$ cat src/design/twist_gyro_mean_fuser_macros.svh
// Assertion helpers for the twist gyro mean fuser.
`ifndef TWIST_GYRO_MEAN_FUSER_MACROS_SVH
`define TWIST_GYRO_MEAN_FUSER_MACROS_SVH
`ifndef SYNTHESIS
`define TGMF_ASSERT(name, clk, rstn, prop) \
  name: assert property (@(posedge clk) disable iff (!rstn) prop) \
    else $error("tgmf assertion failed");
`define TGMF_NEVER(name, clk, rstn, cond) \
  name: assert property (@(posedge clk) disable iff (!rstn) !(cond)) \
    else $error("tgmf forbidden condition");
`else
`define TGMF_ASSERT(name, clk, rstn, prop)
`define TGMF_NEVER(name, clk, rstn, cond)
`endif
`endif

$ cat src/design/tgmf_pkg.sv
package tgmf_pkg;

  localparam int STAMP_W    = 63;
  localparam int DATA_W     = 32;
  localparam int TIMEOUT_W  = 34;
  localparam int THRESH_W   = 17;
  localparam int CFG_IDX_W  = 1;
  localparam int CFG_DATA_W = 34;
  localparam int NUM_RES    = 8;
  localparam int RES_IDX_W  = 3;

  localparam logic [CFG_IDX_W-1:0] REG_TIMEOUT = 1'b0;
  localparam logic [CFG_IDX_W-1:0] REG_THRESH  = 1'b1;

  localparam logic OP_SPEED = 1'b0;
  localparam logic OP_GYRO  = 1'b1;

  localparam logic [TIMEOUT_W-1:0] TIMEOUT_RESET = 34'd200000000;

  // Result slots in division order
  localparam logic [RES_IDX_W-1:0] RES_SPEED   = 3'd0;
  localparam logic [RES_IDX_W-1:0] RES_RATE_X  = 3'd1;
  localparam logic [RES_IDX_W-1:0] RES_RATE_Y  = 3'd2;
  localparam logic [RES_IDX_W-1:0] RES_RATE_Z  = 3'd3;
  localparam logic [RES_IDX_W-1:0] RES_SPD_VAR = 3'd4;
  localparam logic [RES_IDX_W-1:0] RES_X_VAR   = 3'd5;
  localparam logic [RES_IDX_W-1:0] RES_Y_VAR   = 3'd6;
  localparam logic [RES_IDX_W-1:0] RES_Z_VAR   = 3'd7;

  typedef enum logic [2:0] {
    ST_IDLE,
    ST_CHECK,
    ST_LOAD,
    ST_DIV,
    ST_STORE,
    ST_FIN
  } state_e;

endpackage

$ cat src/design/twist_gyro_mean_fuser.sv
// An item is accepted in idle and then goes through the freshness check.
// An item that yields a result then runs eight divisions, one quotient bit
// per cycle on the single shared restoring divider, each between a load and a
// store step, then waits in the finish state for a free output register.
// The next item is taken once the sequencer is back in idle.
// Reset clears flags, stamps, sums and counts and loads the register defaults.
`include "twist_gyro_mean_fuser_macros.svh"
module twist_gyro_mean_fuser
  import tgmf_pkg::*;
#(
  parameter int MAX_SAMPLES = 64,
  parameter int FRAC_BITS   = 16
) (
  input  logic                     clk_i,
  input  logic                     rst_ni,
  input  logic                     cfg_we_i,
  input  logic [CFG_IDX_W-1:0]     cfg_index_i,
  input  logic [CFG_DATA_W-1:0]    cfg_data_i,
  input  logic                     in_valid_i,
  output logic                     in_stall_o,
  input  logic                     opcode_i,
  input  logic [STAMP_W-1:0]       stamp_ns_i,
  input  logic signed [DATA_W-1:0] speed_i,
  input  logic [DATA_W-1:0]        speed_var_i,
  input  logic signed [DATA_W-1:0] rate_x_i,
  input  logic signed [DATA_W-1:0] rate_y_i,
  input  logic signed [DATA_W-1:0] rate_z_i,
  input  logic [DATA_W-1:0]        rate_x_var_i,
  input  logic [DATA_W-1:0]        rate_y_var_i,
  input  logic [DATA_W-1:0]        rate_z_var_i,
  output logic                     out_valid_o,
  input  logic                     out_stall_i,
  output logic [STAMP_W-1:0]       out_stamp_ns_o,
  output logic signed [DATA_W-1:0] mean_speed_o,
  output logic signed [DATA_W-1:0] mean_rate_x_o,
  output logic signed [DATA_W-1:0] mean_rate_y_o,
  output logic signed [DATA_W-1:0] mean_rate_z_o,
  output logic [DATA_W-1:0]        fused_speed_var_o,
  output logic [DATA_W-1:0]        fused_rate_x_var_o,
  output logic [DATA_W-1:0]        fused_rate_y_var_o,
  output logic [DATA_W-1:0]        fused_rate_z_var_o,
  output logic                     stopped_o
);

  localparam int CNT_W = $clog2(MAX_SAMPLES + 1);
  localparam int SUM_W = DATA_W + $clog2(MAX_SAMPLES);
  localparam int DEN_W = 2 * CNT_W;
  localparam int BIT_W = $clog2(SUM_W);
  localparam logic [63:0] THRESH_FULL = ((64'd1 << FRAC_BITS) + 64'd50) / 64'd100;
  localparam logic [THRESH_W-1:0] THRESH_RESET = THRESH_FULL[THRESH_W-1:0];
  localparam logic [CNT_W-1:0] CNT_MAX = CNT_W'(MAX_SAMPLES);
  localparam logic [BIT_W-1:0] BIT_LAST = BIT_W'(SUM_W - 1);

  state_e state_q, state_d;

  logic [TIMEOUT_W-1:0] timeout_q;
  logic [THRESH_W-1:0]  thresh_q;

  logic                 spd_seen_q, gyro_seen_q;
  logic [STAMP_W-1:0]   spd_stamp_q, gyro_stamp_q;
  logic [CNT_W-1:0]     spd_cnt_q, gyro_cnt_q;
  logic signed [SUM_W-1:0] spd_sum_q;
  logic [SUM_W-1:0]     spd_var_sum_q;
  logic signed [SUM_W-1:0] rate_sum_q [3];
  logic [SUM_W-1:0]     rate_var_sum_q [3];

  logic [RES_IDX_W-1:0] idx_q;
  logic [BIT_W-1:0]     bit_q;
  logic [SUM_W-1:0]     quo_q;
  logic [DEN_W-1:0]     rem_q, den_q;
  logic                 neg_q;
  logic [DATA_W-1:0]    res_q [NUM_RES];
  logic                 spd_small_q, yaw_small_q;
  logic                 out_valid_q;

  logic acc_en, clr_en, load_en, step_en, store_en, fin_en;
  logic in_xfer;

  // Freshness check
  logic [STAMP_W-1:0] newer, age;
  logic               stale;

  always_comb begin
    if (spd_stamp_q > gyro_stamp_q) begin
      newer = spd_stamp_q;
      age   = spd_stamp_q - gyro_stamp_q;
    end else begin
      newer = gyro_stamp_q;
      age   = gyro_stamp_q - spd_stamp_q;
    end
    stale = age > STAMP_W'(timeout_q);
  end

  // Divider operand select
  logic signed [SUM_W-1:0] sel_s;
  logic [SUM_W-1:0]        sel_u;
  logic                    sel_var;
  logic [DEN_W-1:0]        sel_den;
  logic [DEN_W-1:0]        spd_sq, gyro_sq;

  assign spd_sq  = DEN_W'(spd_cnt_q) * DEN_W'(spd_cnt_q);
  assign gyro_sq = DEN_W'(gyro_cnt_q) * DEN_W'(gyro_cnt_q);

  always_comb begin
    sel_s   = spd_sum_q;
    sel_u   = spd_var_sum_q;
    sel_var = 1'b0;
    sel_den = DEN_W'(spd_cnt_q);
    case (idx_q)
      RES_SPEED:   begin sel_s = spd_sum_q;     sel_den = DEN_W'(spd_cnt_q); end
      RES_RATE_X:  begin sel_s = rate_sum_q[0]; sel_den = DEN_W'(gyro_cnt_q); end
      RES_RATE_Y:  begin sel_s = rate_sum_q[1]; sel_den = DEN_W'(gyro_cnt_q); end
      RES_RATE_Z:  begin sel_s = rate_sum_q[2]; sel_den = DEN_W'(gyro_cnt_q); end
      RES_SPD_VAR: begin sel_u = spd_var_sum_q;     sel_var = 1'b1; sel_den = spd_sq; end
      RES_X_VAR:   begin sel_u = rate_var_sum_q[0]; sel_var = 1'b1; sel_den = gyro_sq; end
      RES_Y_VAR:   begin sel_u = rate_var_sum_q[1]; sel_var = 1'b1; sel_den = gyro_sq; end
      RES_Z_VAR:   begin sel_u = rate_var_sum_q[2]; sel_var = 1'b1; sel_den = gyro_sq; end
      default:     begin sel_s = spd_sum_q; end
    endcase
  end

  // Restoring divider step
  logic [DEN_W:0]     shifted, trial;
  logic               ge;
  logic [SUM_W-1:0]   quo_signed;

  assign shifted    = {rem_q, quo_q[SUM_W-1]};
  assign trial      = shifted - {1'b0, den_q};
  assign ge         = shifted >= {1'b0, den_q};
  assign quo_signed = neg_q ? (~quo_q + SUM_W'(1)) : quo_q;

  assign in_xfer = in_valid_i && !in_stall_o;

  // Sequencer
  always_comb begin
    state_d    = state_q;
    in_stall_o = 1'b1;
    acc_en     = 1'b0;
    clr_en     = 1'b0;
    load_en    = 1'b0;
    step_en    = 1'b0;
    store_en   = 1'b0;
    fin_en     = 1'b0;
    case (state_q)
      ST_IDLE: begin
        in_stall_o = 1'b0;
        if (in_valid_i) begin
          acc_en  = 1'b1;
          state_d = ST_CHECK;
        end
      end
      ST_CHECK: begin
        if (!spd_seen_q || !gyro_seen_q || stale) begin
          clr_en  = 1'b1;
          state_d = ST_IDLE;
        end else if (spd_cnt_q == '0 || gyro_cnt_q == '0) begin
          state_d = ST_IDLE;
        end else begin
          state_d = ST_LOAD;
        end
      end
      ST_LOAD: begin
        load_en = 1'b1;
        state_d = ST_DIV;
      end
      ST_DIV: begin
        step_en = 1'b1;
        if (bit_q == '0) state_d = ST_STORE;
      end
      ST_STORE: begin
        store_en = 1'b1;
        state_d  = (idx_q == RES_Z_VAR) ? ST_FIN : ST_LOAD;
      end
      ST_FIN: begin
        // hold until the output register is free
        if (!out_valid_q || !out_stall_i) begin
          fin_en  = 1'b1;
          clr_en  = 1'b1;
          state_d = ST_IDLE;
        end
      end
      default: state_d = ST_IDLE;
    endcase
  end

  always_ff @(posedge clk_i or negedge rst_ni) begin
    if (!rst_ni) state_q <= ST_IDLE;
    else         state_q <= state_d;
  end

  always_ff @(posedge clk_i or negedge rst_ni) begin
    if (!rst_ni) begin
      timeout_q <= TIMEOUT_RESET;
      thresh_q  <= THRESH_RESET;
    end else if (cfg_we_i) begin
      case (cfg_index_i)
        REG_TIMEOUT: timeout_q <= cfg_data_i[TIMEOUT_W-1:0];
        REG_THRESH:  thresh_q  <= cfg_data_i[THRESH_W-1:0];
        default:     ;
      endcase
    end
  end

  always_ff @(posedge clk_i or negedge rst_ni) begin
    if (!rst_ni) begin
      spd_seen_q     <= 1'b0;
      gyro_seen_q    <= 1'b0;
      spd_stamp_q    <= '0;
      gyro_stamp_q   <= '0;
      spd_cnt_q      <= '0;
      gyro_cnt_q     <= '0;
      spd_sum_q      <= '0;
      spd_var_sum_q  <= '0;
      for (int i = 0; i < 3; i++) begin
        rate_sum_q[i]     <= '0;
        rate_var_sum_q[i] <= '0;
      end
    end else if (clr_en) begin
      spd_cnt_q     <= '0;
      gyro_cnt_q    <= '0;
      spd_sum_q     <= '0;
      spd_var_sum_q <= '0;
      for (int i = 0; i < 3; i++) begin
        rate_sum_q[i]     <= '0;
        rate_var_sum_q[i] <= '0;
      end
    end else if (acc_en) begin
      if (opcode_i == OP_SPEED) begin
        spd_seen_q  <= 1'b1;
        spd_stamp_q <= stamp_ns_i;
        if (spd_cnt_q < CNT_MAX) begin
          spd_sum_q     <= spd_sum_q + SUM_W'(speed_i);
          spd_var_sum_q <= spd_var_sum_q + SUM_W'(speed_var_i);
          spd_cnt_q     <= spd_cnt_q + CNT_W'(1);
        end
      end else begin
        gyro_seen_q  <= 1'b1;
        gyro_stamp_q <= stamp_ns_i;
        // drop samples once the side is full
        if (gyro_cnt_q < CNT_MAX) begin
          rate_sum_q[0]     <= rate_sum_q[0] + SUM_W'(rate_x_i);
          rate_sum_q[1]     <= rate_sum_q[1] + SUM_W'(rate_y_i);
          rate_sum_q[2]     <= rate_sum_q[2] + SUM_W'(rate_z_i);
          rate_var_sum_q[0] <= rate_var_sum_q[0] + SUM_W'(rate_x_var_i);
          rate_var_sum_q[1] <= rate_var_sum_q[1] + SUM_W'(rate_y_var_i);
          rate_var_sum_q[2] <= rate_var_sum_q[2] + SUM_W'(rate_z_var_i);
          gyro_cnt_q        <= gyro_cnt_q + CNT_W'(1);
        end
      end
    end
  end

  always_ff @(posedge clk_i or negedge rst_ni) begin
    if (!rst_ni) begin
      idx_q <= '0;
      bit_q <= '0;
    end else begin
      if (acc_en) idx_q <= RES_SPEED;
      else if (store_en) idx_q <= idx_q + RES_IDX_W'(1);
      if (load_en) bit_q <= BIT_LAST;
      else if (step_en) bit_q <= bit_q - BIT_W'(1);
    end
  end

  always_ff @(posedge clk_i) begin
    if (load_en) begin
      rem_q <= '0;
      den_q <= sel_den;
      if (sel_var) begin
        quo_q <= sel_u;
        neg_q <= 1'b0;
      end else begin
        quo_q <= sel_s[SUM_W-1] ? SUM_W'(-sel_s) : SUM_W'(sel_s);
        neg_q <= sel_s[SUM_W-1];
      end
    end else if (step_en) begin
      if (ge) begin
        rem_q <= trial[DEN_W-1:0];
        quo_q <= {quo_q[SUM_W-2:0], 1'b1};
      end else begin
        rem_q <= shifted[DEN_W-1:0];
        quo_q <= {quo_q[SUM_W-2:0], 1'b0};
      end
    end
    if (store_en) begin
      res_q[idx_q] <= quo_signed[DATA_W-1:0];
      if (idx_q == RES_SPEED)  spd_small_q <= quo_q < SUM_W'(thresh_q);
      if (idx_q == RES_RATE_Z) yaw_small_q <= quo_q < SUM_W'(thresh_q);
    end
  end

  always_ff @(posedge clk_i or negedge rst_ni) begin
    if (!rst_ni) out_valid_q <= 1'b0;
    else if (fin_en) out_valid_q <= 1'b1;
    else if (!out_stall_i) out_valid_q <= 1'b0;
  end

  always_ff @(posedge clk_i) begin
    if (fin_en) begin
      out_stamp_ns_o     <= newer;
      mean_speed_o       <= res_q[RES_SPEED];
      mean_rate_x_o      <= res_q[RES_RATE_X];
      mean_rate_y_o      <= res_q[RES_RATE_Y];
      mean_rate_z_o      <= res_q[RES_RATE_Z];
      fused_speed_var_o  <= res_q[RES_SPD_VAR];
      fused_rate_x_var_o <= res_q[RES_X_VAR];
      fused_rate_y_var_o <= res_q[RES_Y_VAR];
      fused_rate_z_var_o <= res_q[RES_Z_VAR];
      stopped_o          <= spd_small_q && yaw_small_q;
    end
  end

  assign out_valid_o = out_valid_q;

  `TGMF_ASSERT(a_rise_from_fin, clk_i, rst_ni, $rose(out_valid_q) |-> $past(state_q == ST_FIN))
  `TGMF_NEVER(a_cnt_bound, clk_i, rst_ni, spd_cnt_q > CNT_MAX || gyro_cnt_q > CNT_MAX)
  `TGMF_ASSERT(a_fin_clears, clk_i, rst_ni, $past(fin_en) |-> spd_cnt_q == '0 && gyro_cnt_q == '0)
  `TGMF_NEVER(a_accept_busy, clk_i, rst_ni, in_xfer && state_q != ST_IDLE)

endmodule
$ cat config.mk
export PLATFORM = sky130hd
export DESIGN_NAME = twist_gyro_mean_fuser
export DESIGN_NICKNAME = d
export VERILOG_FILES = /design/src/design/tgmf_pkg.sv /design/src/design/twist_gyro_mean_fuser.sv
export VERILOG_INCLUDE_DIRS = /design/src /design/src/design
export SDC_FILE = /design/constraint.sdc
export NUM_CORES = 2
export LEC_CHECK = 0
export ABC_CLOCK_PERIOD_IN_PS = 27300
export BUFFER_PORTS_ARGS = -buffer_cell sky130_fd_sc_hd__buf_2
export CELL_PAD_IN_SITES_DETAIL_PLACEMENT = 0
export CELL_PAD_IN_SITES_GLOBAL_PLACEMENT = 1
export CORE_MARGIN = 2
export CORE_UTILIZATION = 45
export DETAILED_ROUTE_END_ITERATION = 16
export PLACE_DENSITY = 0.81
export SETUP_SLACK_MARGIN = 0.2
export SYNTH_ARGS = -nofsm -noshare
export SYNTH_HDL_FRONTEND = slang
export SYNTH_SLANG_ARGS = --single-unit
$ cat constraint.sdc
create_clock -name clk_i -period 27.3 [get_ports clk_i]
set_input_delay 6.825 -clock clk_i [delete_from_list [all_inputs] [get_ports clk_i]]
set_output_delay 6.825 -clock clk_i [all_outputs]
set_load 0.02 [all_outputs]
; ---- Word level (Yosys, flattened, before mapping)
; Memory sizes are Yosys's and may differ from the RTL's. A register that Yosys moved wholly into a read port is not among the register bits.
; Cells that the tools add are included.
[totals]
register_bits = 643
ramBits = 256
in_bits = 360
out_inout_bits = 322
elab_cells = 169
mem_count = 1
[op_classes]
add_sub_neg = 17
n_mul = 2
order_cmp = 6
n_eq_ne = 17
muxes = 62
bitwise = 4
n_reduce_logical = 32
[memory_table]
columns = memory, depth, word_bits, rd, rd_clocked_by_memory_dff, wr, line_no
row1 = res_q, 8, 32, 8, 8, 1, twist_gyro_mean_fuser.sv:72  ; logic [DATA_W-1:0] res_q [NUM_RES];
[op_table]
columns = cell, count
row1 = 114-bit two-way mux, 8
row2 = 38-bit two-way mux, 12
row3 = 38-bit by 32-bit adder with 38-bit output, 8
row4 = 38-bit case mux with 3 select lines, 2
row5 = 63-bit two-way mux, 2
row6 = 63-bit subtractor, 2
row7 = 63-bit by 34-bit greater-than comparator with 1-bit output, 1
row8 = 63-bit greater-than comparator, 1
row9 = 7-bit two-way mux, 8
row10 = 14-bit case mux with 4 select lines, 1
row11 = 38-bit by 17-bit less-than comparator with 1-bit output, 1
row12 = 38-bit negator, 1
row13 = "32-bit by 1-bit adder with 32-bit output, second input constant", 1
row14 = 32-bit two-way mux, 1
row15 = 32-bit inverter, 1
row16 = 7-bit by 7-bit multiplier with 14-bit output, 2
row17 = "3-bit == test, second input constant", 6
row18 = 3-bit two-way mux, 6
row19 = 3-bit case mux with 6 select lines, 1
row20 = 15-bit by 14-bit >= comparator with 1-bit output, 1
row21 = 1-bit two-way mux, 15
row22 = 3-bit AND reduction, 5
row23 = "7-bit by 1-bit adder with 7-bit output, second input constant", 2
row24 = 7-bit logical NOT, 2
row25 = 22 further kinds, 50

; ---- Longest topological paths before layout
[logic_depth]
depth_word = 8
ltp_mapped = 37
depth_no_buf = 30

; ---- Worst setup path after synthesis
; OpenSTA, ideal clock, no wires.
[synth_path]
kind = input -> register
startpoint = input port out_stall_i
endpoint = register spd_cnt_q[5]
setup_ps = 78
t_arrival_ps = 23750
t_required_ps = 27222
setup_slack_ps = 3472
path_stages = 6
path_buffers = 0
cell_sequence = a21oi_1 -> nor2_1 -> o2111ai_1 -> nor4_1 -> or4_1 -> a21oi_1
[synth_via]
elab_chain_cells = 6
elab_cells_between_ends = 9
classes_between = eq/ne: 1 / mux: 3 / reduce/logical: 5
[synth_rtl]
columns = item, line_no
row1 = "start, declared", twist_gyro_mean_fuser.sv:32  ; input logic out_stall_i,
row2 = 1-bit logical NOT *, --
row3 = 1-bit logical OR *, twist_gyro_mean_fuser.sv:176  ; if (!out_valid_q || !out_stall_i) begin
row4 = 1-bit two-way mux *, twist_gyro_mean_fuser.sv:176
row5 = 1-bit case mux with 2 select lines *, twist_gyro_mean_fuser.sv:144  ; case (state_q)
row6 = 2-bit by 1-bit != test with 1-bit output (no line) or 2-bit nonzero test (tied branches), --
row7 = 3-bit AND reduction (no line), --
row8 = "end signal, assigned", twist_gyro_mean_fuser.sv:234  ; spd_cnt_q <= spd_cnt_q + CNT_W'(1);
row9 = "end, declared", twist_gyro_mean_fuser.sv:61  ; logic [CNT_W-1:0] spd_cnt_q, gyro_cnt_q;
; Every way passes the cells marked *; elsewhere a longest branch is shown, timed or not.
; A chain may end at the register's enable or synchronous reset.

; ---- Worst setup path in the final report
[layout_path]
startpoint = register spd_stamp_q[45]
endpoint = register rate_var_sum_q[2] (netlist name)
[layout_via]
elab_chain_cells = 8
elab_cells_between_ends = 13
classes_between = add/sub: 2 / order compare: 2 / mux: 4 / reduce/logical: 5
[layout_rtl]
columns = item, line_no
row1 = "start, declared", twist_gyro_mean_fuser.sv:60  ; logic [STAMP_W-1:0] spd_stamp_q, gyro_stamp_q;
row2 = "start signal, assigned", twist_gyro_mean_fuser.sv:230  ; spd_stamp_q <= stamp_ns_i;
row3 = "63-bit subtractor, or another cell as far along", twist_gyro_mean_fuser.sv:89  ; age = gyro_stamp_q - spd_stamp_q;
row4 = 63-bit two-way mux *, twist_gyro_mean_fuser.sv:84  ; if (spd_stamp_q > gyro_stamp_q) begin
row5 = 63-bit by 34-bit greater-than comparator with 1-bit output *, twist_gyro_mean_fuser.sv:91  ; stale = age > STAMP_W'(timeout_q);
row6 = 1-bit logical OR *, twist_gyro_mean_fuser.sv:153  ; if (!spd_seen_q || !gyro_seen_q || stale) begin
row7 = 1-bit two-way mux *, twist_gyro_mean_fuser.sv:153
row8 = 1-bit case mux with 2 select lines *, twist_gyro_mean_fuser.sv:144
row9 = 2-bit nonzero test (no line), --
row10 = 3-bit AND reduction (no line), --
row11 = "end, declared", twist_gyro_mean_fuser.sv:65  ; logic [SUM_W-1:0] rate_var_sum_q [3];
; Marked as above.

==> metrics.md <==
| Metric | Value |
|---|---|
| Status | finished, final reports clean |
| Total power density per cell area | 125.6 nW/um2 |
| Hold Slack | between 0.3 and 0.4 ns |
| Syn_nets | between 7000 and 8000 |
| FFs w/ async S/R, synth | 44.16% |
| CP max FO | about 190 |
| Mapped Area | about 69000 um2 |
| Top cell type's share of synthesized area | between 20 and 30% |
| Grt ovf | 0 |
| Clk pin slew, worst setup/hold paths | roughly 0.060 ns |
| Crit path arrival time | between 10 and 15 ns |
| Core footprint | 151900 um2 |
| CTS Buffer Depth | 3 |
| Std-Cell Rows | roughly 140 |
| Antenna-violating nets left | 0 |
| Final Hold Viols | 0 |
| Area Growth Syn to Fin | 14.21% |
| Syn_area_per_cell | 9.889 um2 |
| Placed cell areas | between 70000 and 80000 um2 |
| Post-synthesis cell type count | roughly 100 |
| Yosys top cell by area | edfxtp_1 |
| TritonCTS Sinks | 1155 |
| Initial antenna violation count | 53 |
| Pleak | approximately 34 nW |
| Seq/Total Area, Yosys | a little under half |
| Pre-antenna DRT Iters | 8 |
| Final Max Slew Viols | 0 |
| Die footprint | 156000 um2 |
| Die H | ~390 um |
| Hold Buf Count CTS | 0 |
| CP Capture Type | register |
| Worst-Skew Late Latency | 0.80 ns |
| Max_slew headroom | between 8 and 9% |
| FF+latch count, synth | roughly 1200 |
| Filler cells | around 14000 |
| Max Fclk | roughly 0.09 GHz |
| Worst path most repeated cell | buf_4 |
| Wire per inst | approximately 22 um |
| Max VDD drop | between 80 and 90 uV |
| Buffers on Ports | 681 |
| H-tree Lvls | 4 |
| Post-route setup TNS | 0 ns |
| Number of global-route vias before repair | 52836 |
| Layout cell share with drive strength beyond 1 | 14.78% |
| DRT iter0 DRCs | 5020 |
| Setup-failing EPs final | 0 |
| CTS Buf Count | approximately 130 |
| Io pins | between 600 and 700 |
| Total number of vias | between 50000 and 60000 |
| Fin crit share | a little over 40% |
| Min-delay worst type | reg2reg |
| Skew final | 0.06559 ns |
| Max stage delay cell, worst path | buf_4 |
| Critical path startpoint category | register |
| Gr usage total | 27.33% |
| Post-CTS Setup Inserts | 0 |
| Final Critical Period | 11.23 ns |
| Critical path data required time | approximately 28 ns |
| Critical path class | reg2reg |
| Worst-Margin Slew | 1.361 ns |
| Largest net degree at the start of global routing | 187 |
| Final Wtd Congestion | around 0.97 |
| Nets@finish | about 8500 |
| Top FF cell, synth | edfxtp_1 |
| Max stage delay on crit path | 0.86 ns |
| Yosys warns | 0 |
| Routed WL | 217800 um |
| Gate Count Post-Synth | roughly 7000 |
| Top post-synthesis cells by area | edfxtp_1 28%, dfrtp_1 18%, ha_1 9.6%, a21oi_1 5.0%, nand2_1 4.1% |
| Vias per cell | 5.738 |
| Global-route wire length before repair | around 330000 um |
| CTS tree | done |
| Die Span X | around 400 um |
| Post-synth EDFFs | 631 |
| Root Buffer | clkbuf_16 |
| Starting Density | between 40% and 50% |
| Post-cts sizing count | 0 |
| Setup slack, reg-to-reg | approximately 16 ns |
| Final Instance Area | around 80000 um2 |
| Max-Cap Viols | 0 |
| DP HPWL | 163700 um |
| Remaining DRCs | 0 |
| Unrepaired setup endpoints after global routing | no |
-- registers in the layout, summed over array words and instances, names as in the netlist, 34 cells and up --
register / flops
res_q: 256
rate_sum_q: 114
rate_var_sum_q: 114
gyro_stamp_q: 63
out_stamp_ns_o: 63
spd_stamp_q: 63
quo_q: 38
spd_sum_q: 38
spd_var_sum_q: 38
timeout_q: 34
-- stage by stage --
stage	total power [mW]	cells	utilization [%]	setup slack, ns
after floorplan	6.455	6955	-	3.472
after global placement	7.907	9430	48.72	15.49
after detailed placement	7.981	9430	48.72	15.47
after CTS	9.818	9668	51.66	16.11
after global routing	10.54	9687	51.69	15.56
final	9.863	9699	51.71	16.07
-- synth_stat cells (87+ instances only) --
cell type / number
nand2_1: 751
a21oi_1: 682
edfxtp_1: 631
nor2_1: 604
ha_1: 530
dfrtp_1: 492
o21ai_0: 466
inv_1: 359
xnor2_1: 239
clkbuf_1: 209
a21o_1: 192
nand3_1: 152
xor2_1: 138
nor3_1: 96
mux2_2: 87
o21bai_1: 87
-- cells in the final DEF (no fill, tap or decap), drive strengths merged, types with 138 or more instances in the layout --
cell / netlist / layout
dfrtp: 492 / 492
buf: 82 / 736
a21o: 192 / 192
clkbuf: 209 / 168
edfxtp: 631 / 631
nor2: 619 / 619
nand3: 152 / 152
o21ai: 476 / 476
a21oi: 682 / 682
ha: 530 / 530
xor2: 138 / 138
inv: 361 / 367
nand2: 756 / 756
xnor2: 239 / 239
-- final timing paths --
kind,from,end,cells past startpoint
worst max register to register,spd_stamp_q[45],rate_var_sum_q[2],31
worst min-delay path,res_q[3][22],mean_rate_z_o[22],0
min in group asynchronous,rst_ni,rate_var_sum_q[89],1
worst max-delay path,spd_stamp_q[45],rate_var_sum_q[2],31
max in group asynchronous,rst_ni,gyro_stamp_q[18],3
worst min register to register,res_q[3][22],mean_rate_z_o[22],0
-- power breakdown --
| part | internal (mW) | switching (mW) |
|---|---|---|
| combinational | 1.87 | 3.48 |
| clock | 1.02 | 0.778 |
| sequential | 2.37 | 0.346 |
| total | 5.25 | 4.61 |
-- critical path: cells and delay by family (launching register included) --
kind / cells / cell delay [ns]
AND/OR/NAND/NOR: 11 / 3.53
AO/OA/AOI/OAI: 12 / 3.23
buffers and inverters: 5 / 2.46
adder cells (fa/ha/maj): 2 / 0.97
XOR/XNOR: 1 / 0.36
flip-flops: 1 / 0.35
-- per-layer routing --
| metal | up-vias | global-route usage [%] | share of wire (%) |
|---|---|---|---|
| met3 | 310 | 4.642 | 7.0 |
| met1 | 27020 | 38.80 | 45 |
| met5 | - | 0 | 0.084 |
| met4 | 26 | 8.983 | 3.0 |
| met2 | 1897 | 42.42 | 45 |
| li1 | 26404 | - | - |
-- final cells by class --
cell class | instances | area [um2] | area share, %
Clock inverter | 70 | 908.4 | 1.156
Antenna cell | 31 | 77.57 | 0.09875
Multi-Input combinational cell | 5146 | 34240 | 43.59
Inverter | 363 | 1363 | 1.735
Sequential cell | 1155 | 32010 | 40.75
Tap cell | 2030 | 2540 | 3.233
Timing Repair Buffer | 736 | 3856 | 4.909
Clock buffer | 168 | 3557 | 4.528
-- kinds of logic (layout without fill, tap and decap cells) --
logic type	count (synthesis)	count (layout)	share of synthesized area [%]
DFF	1155	1155	46.54
muxes	121	121	1.937
buffers and inverters	654	1337	3.873
AOI/OAI and AO/OA	1982	1982	17.99
xor gates and xnor gates	377	377	4.801
other	0	31	0
and+or+nand+nor	2096	2096	14.05
adders and majority gates	570	570	10.81
(Power assumes the default switching activity.)
